$ cat src/rtl/ihnc_pkg.sv
package ihnc_pkg;

  localparam int HOST_SLOTS_DEF = 1024;
  localparam int NET_SLOTS_DEF  = 1024;
  localparam int COUNT_BITS_DEF = 20;

  // request codes
  localparam logic [1:0] REQ_RECORD    = 2'd0;
  localparam logic [1:0] REQ_READ_HOST = 2'd1;
  localparam logic [1:0] REQ_READ_NET  = 2'd2;

  // status codes
  localparam logic [1:0] ST_OK         = 2'd0;
  localparam logic [1:0] ST_HOST_FULL  = 2'd1;
  localparam logic [1:0] ST_NET_FULL   = 2'd2;

  // byte fold by 131: weights 131^3, 131^2, 131
  localparam logic [31:0] HASH_W1 = 32'd131;
  localparam logic [31:0] HASH_W2 = 32'd17161;
  localparam logic [31:0] HASH_W3 = 32'd2248091;

  localparam logic [10:0] NET_COUNT_MAX = 11'h7FF;

  typedef struct packed {
    logic [1:0]  req_type;
    logic [31:0] address;
    logic [9:0]  slot;
  } req_t;

  typedef struct packed {
    logic [1:0]  status;
    logic        is_new_host;
    logic        slot_used;
    logic [31:0] key;
    logic [19:0] count;
    logic [10:0] net_host_count;
    logic [19:0] max_host_entries;
    logic [10:0] max_network_hosts;
  } rsp_t;

  typedef struct packed {
    logic        valid;
    logic [15:0] key;
    logic [10:0] count;
  } net_entry_t;

endpackage

$ cat src/rtl/ihnc_mod.sv
// Remainder of a 32-bit hash by the table depth.
module ihnc_mod #(
  parameter int M = 1024
) (
  input  logic                 clk,
  input  logic                 rst,
  input  logic                 start,
  input  logic [31:0]          value,
  output logic                 valid,
  output logic [$clog2(M)-1:0] rem
);
  import ihnc_pkg::*;

  localparam int  IW   = $clog2(M);
  localparam bit  POW2 = ((M & (M - 1)) == 0);

  generate
    if (POW2) begin : g_mask
      always_ff @(posedge clk) begin
        if (rst) begin
          valid <= 1'b0;
        end else if (start) begin
          valid <= 1'b1;
        end
        if (start) begin
          rem <= value[IW-1:0];
        end
      end
    end else begin : g_recip
      // quotient by reciprocal multiply, exact for every 32-bit value;
      // value registered, then product, then remainder, and valid rises with the remainder
      localparam logic [63:0] RECIP =
        ((64'd1 << (32 + IW)) + 64'(M) - 64'd1) / 64'(M);

      logic [31:0] val_q;
      logic [64:0] prod;
      logic [1:0]  stg;
      logic [31:0] quo;
      logic [31:0] diff;

      assign quo  = 32'(prod >> (32 + IW));
      assign diff = val_q - quo * 32'(M);

      always_ff @(posedge clk) begin
        if (rst) begin
          valid <= 1'b0;
          stg   <= '0;
        end else begin
          stg <= {stg[0], start};
          if (start) begin
            valid <= 1'b0;
          end else if (stg[1]) begin
            valid <= 1'b1;
          end
        end
        if (start) begin
          val_q <= value;
        end
        if (stg[0]) begin
          prod <= 65'(val_q) * 65'(RECIP[32:0]);
        end
        if (stg[1]) begin
          rem <= IW'(diff);
        end
      end
    end
  endgenerate

endmodule

$ cat config.mk
export PLATFORM = sky130hd
export DESIGN_NAME = ihnc_mod
export DESIGN_NICKNAME = d
export VERILOG_FILES = /design/src/rtl/ihnc_pkg.sv /design/src/rtl/ihnc_mod.sv
export SDC_FILE = /design/constraint.sdc
export NUM_CORES = 1
export LEC_CHECK = 0
export BUFFER_PORTS_ARGS = -buffer_cell sky130_fd_sc_hd__buf_2
export CAP_MARGIN = 15
export CORE_AREA = 4 4 41 43
export CTS_CLUSTER_DIAMETER = 80
export DETAILED_ROUTE_END_ITERATION = 7
export DIE_AREA = 0 0 45 47
export PLACE_DENSITY = 0.68
export RECOVER_POWER = 100
export SETUP_SLACK_MARGIN = 0.4
export SYNTH_ARGS = -nofsm -noshare
export SYNTH_HDL_FRONTEND = slang
export SYNTH_SLANG_ARGS = --single-unit
$ cat constraint.sdc
create_clock -name clk -period 0.8 [get_ports clk]
set_input_delay 0.16 -clock clk [delete_from_list [all_inputs] [get_ports clk]]
set_output_delay 0.16 -clock clk [all_outputs]
set_load 0.005 [all_outputs]
==> reports/qor.txt <==
Status: finished, violations left
Failing checks: setup timing
Pwr/cell area: 2270 nW/um^2
Sink Count: 11
Initial Util: 25.4%
DR iter-0 viols: 0
Arrival time worst endpoint: 750 ps
Share of layout cells above drive strength 1: 66.7%
Post-CTS Setup Repair Bufs: 0
Per-cell routed wire length: 10.6 microns
P_sw: 207 uW
Final Hold Slack: 73.1 ps
Switching part of the total: 18.3%
Slew of the pin with the lowest slew margin: 529 ps
Final Setup Violations: 11
Post-route met1 wirelength: 197 microns
CTS tree: built
Crit path max fanout: 1
Worst Slack Setup Final: -113 ps
Final Core Density: 38.2%
Total number of vias: 205
Worst Setup Start Kind: flop
Clock power share: 31.2%
Critical path type: flop to output port
Gpl congestion: 0.613
Crit path capture type: output port
Tot Pwr: 1.13 mW
Tmin final: 913 ps
Internal power: 922 uW
Layout Skew: 0 ps
Die width: 45 microns
I/O pins: 46
Diode count: 0
Post-synthesis sequential element count: 11
Vias in the first global route: 209
Clk root buf: clkbuf_4
Area delta synth->final: 50.4%
Drc violations: 0
Post-synthesis sequential area ratio: 97.0%
Routed wl met3: 52 microns
Final Hold Viols: 0
DR top layer: met3
Crit-path cells: buf_2
Final WL: 574 microns
Clock insertion delay at the later pin of the skew report: 260 ps
Synth top area share: 90.9%
ANT nets after route: 0
CP required: 640 ps
Reg power frac: 60.8%
Layout Nets: 75
RSZ-0062 raised after global routing: true
Top cells by area, synth: edfxtp_1 (91%), dfxtp_1 (6.1%), o21ba_1 (3.0%)
Clock Path Buffers: 2
Reg area: 322 sq um
Number of H-tree levels: 1
Vias per cell: 3.80
Multi-input gate area: 10.0 sq um
YS warnings: 0
Tcrit/Tclk final: 114%
I/O Buffers: 23
Mean Syn Cell Area: 27.5 sq um
Fmax: 1090 MHz
Final Max Slew Viols: 0
Placeable Area: 1300 sq um
Final setup TNS: -1050 ps
Worst VDD drop: 988 uV
Worst Path Buf+Inv: 1
Worst-path clk slew: 60 ps
Critical Path Slowest Stage Cell: edfxtp_1
Filler cell count: 147
Syn_nets: 47
Cell accounting for the most synthesized area: edfxtp_1
First-pass GRT wire length: 848 microns
Die ar.: 2120 sq um
Slowest cell delay on critical path: 360 ps
Mapped Cells: 12
Met2 wire len: 323 microns
Die Y: 47 microns
Leakage Power: 0.219 nW
Gate power share: 8.0%
Total GRT Usage: 5.97%
Rows: 13
Num CTS Buffers: 3
Syn Std Cell Area: 330 sq um
Largest delay share family, worst path: flip-flops
Min-delay worst type: input pin to flop
Rel. slew slack: 64.8%
Initial antenna violation count: 0
Max-Cap Viols: 0
Pin count of the biggest net entering global routing: 12
Drt pass-1 iters: 1
Yosys cell types: 3
Global route overflow: 0
[power groups by stage]
stage                     Sequential, mW  Combinational, mW  Clock (mW)
after floorplan                    0.708            0.00340           0
after global placement             0.698             0.0891           0
after detailed placement           0.699             0.0907           0
after CTS                          0.686             0.0923       0.377
after global routing               0.690              0.101       0.400
final                              0.687             0.0903       0.352
[layout make-up]
class | instances | share of cell area, %
clock buffers | 4 | 5.29
multi-input cells | 1 | 2.02
flip-flops and latches | 11 | 64.7
well taps | 15 | 3.78
repair buffers | 23 | 24.2
[layer usage]
layer  vias to the layer above  global-route usage, %
met2                        10                   9.60
met5                         -                      0
li1                        100                      -
met1                        95                   5.56
met3                         0                   3.07
met4                         0                   5.26
[sequential cells by signal (all words and copies together) (netlist names)]
signal  count
rem        10
valid       1
[synthesized netlist by cell type, drive strengths merged]
master	count
o21ba	1
dfxtp	1
edfxtp	10
[stage by stage]
step,cell area [sq um],cells,setup slack (ps)
after floorplan,332,12,234
after global routing,497,54,-163
after global placement,465,50,94.1
after detailed placement,465,50,84.8
final,497,54,-113
after CTS,494,54,-137
[repair_timing]
action / CTS / global route
resized for setup: 1 / 1
hold buffers: 0 / 0
endpoints found under the setup margin: 22 / 12
[final timing paths]
path	startpoint	endpoint	slack (ps)	cells past startpoint
hold reg to reg	valid$_SDFFE_PP0P_	valid$_SDFFE_PP0P_	470	1
hold / removal	value[2]	rem[2]$_DFFE_PP_	70	1
setup / recovery	rem[2]$_DFFE_PP_	rem[2]	-110	1
setup reg to reg	valid$_SDFFE_PP0P_	valid$_SDFFE_PP0P_	220	1
[logic make-up after synthesis]
kind of cell	after synthesis	share of synthesized area, %
compound gates	1	3.03
flops	11	97.0
[placed cells by master, fill, tap and decap left out]
| master | instances |
|---|---|
| edfxtp_1 | 10 |
| dfxtp_2 | 1 |
| buf_6 | 1 |
| o21ba_1 | 1 |
| buf_2 | 21 |
| clkbuf_4 | 3 |
| clkbuf_1 | 2 |
Power figures use the tool's default switching activity.
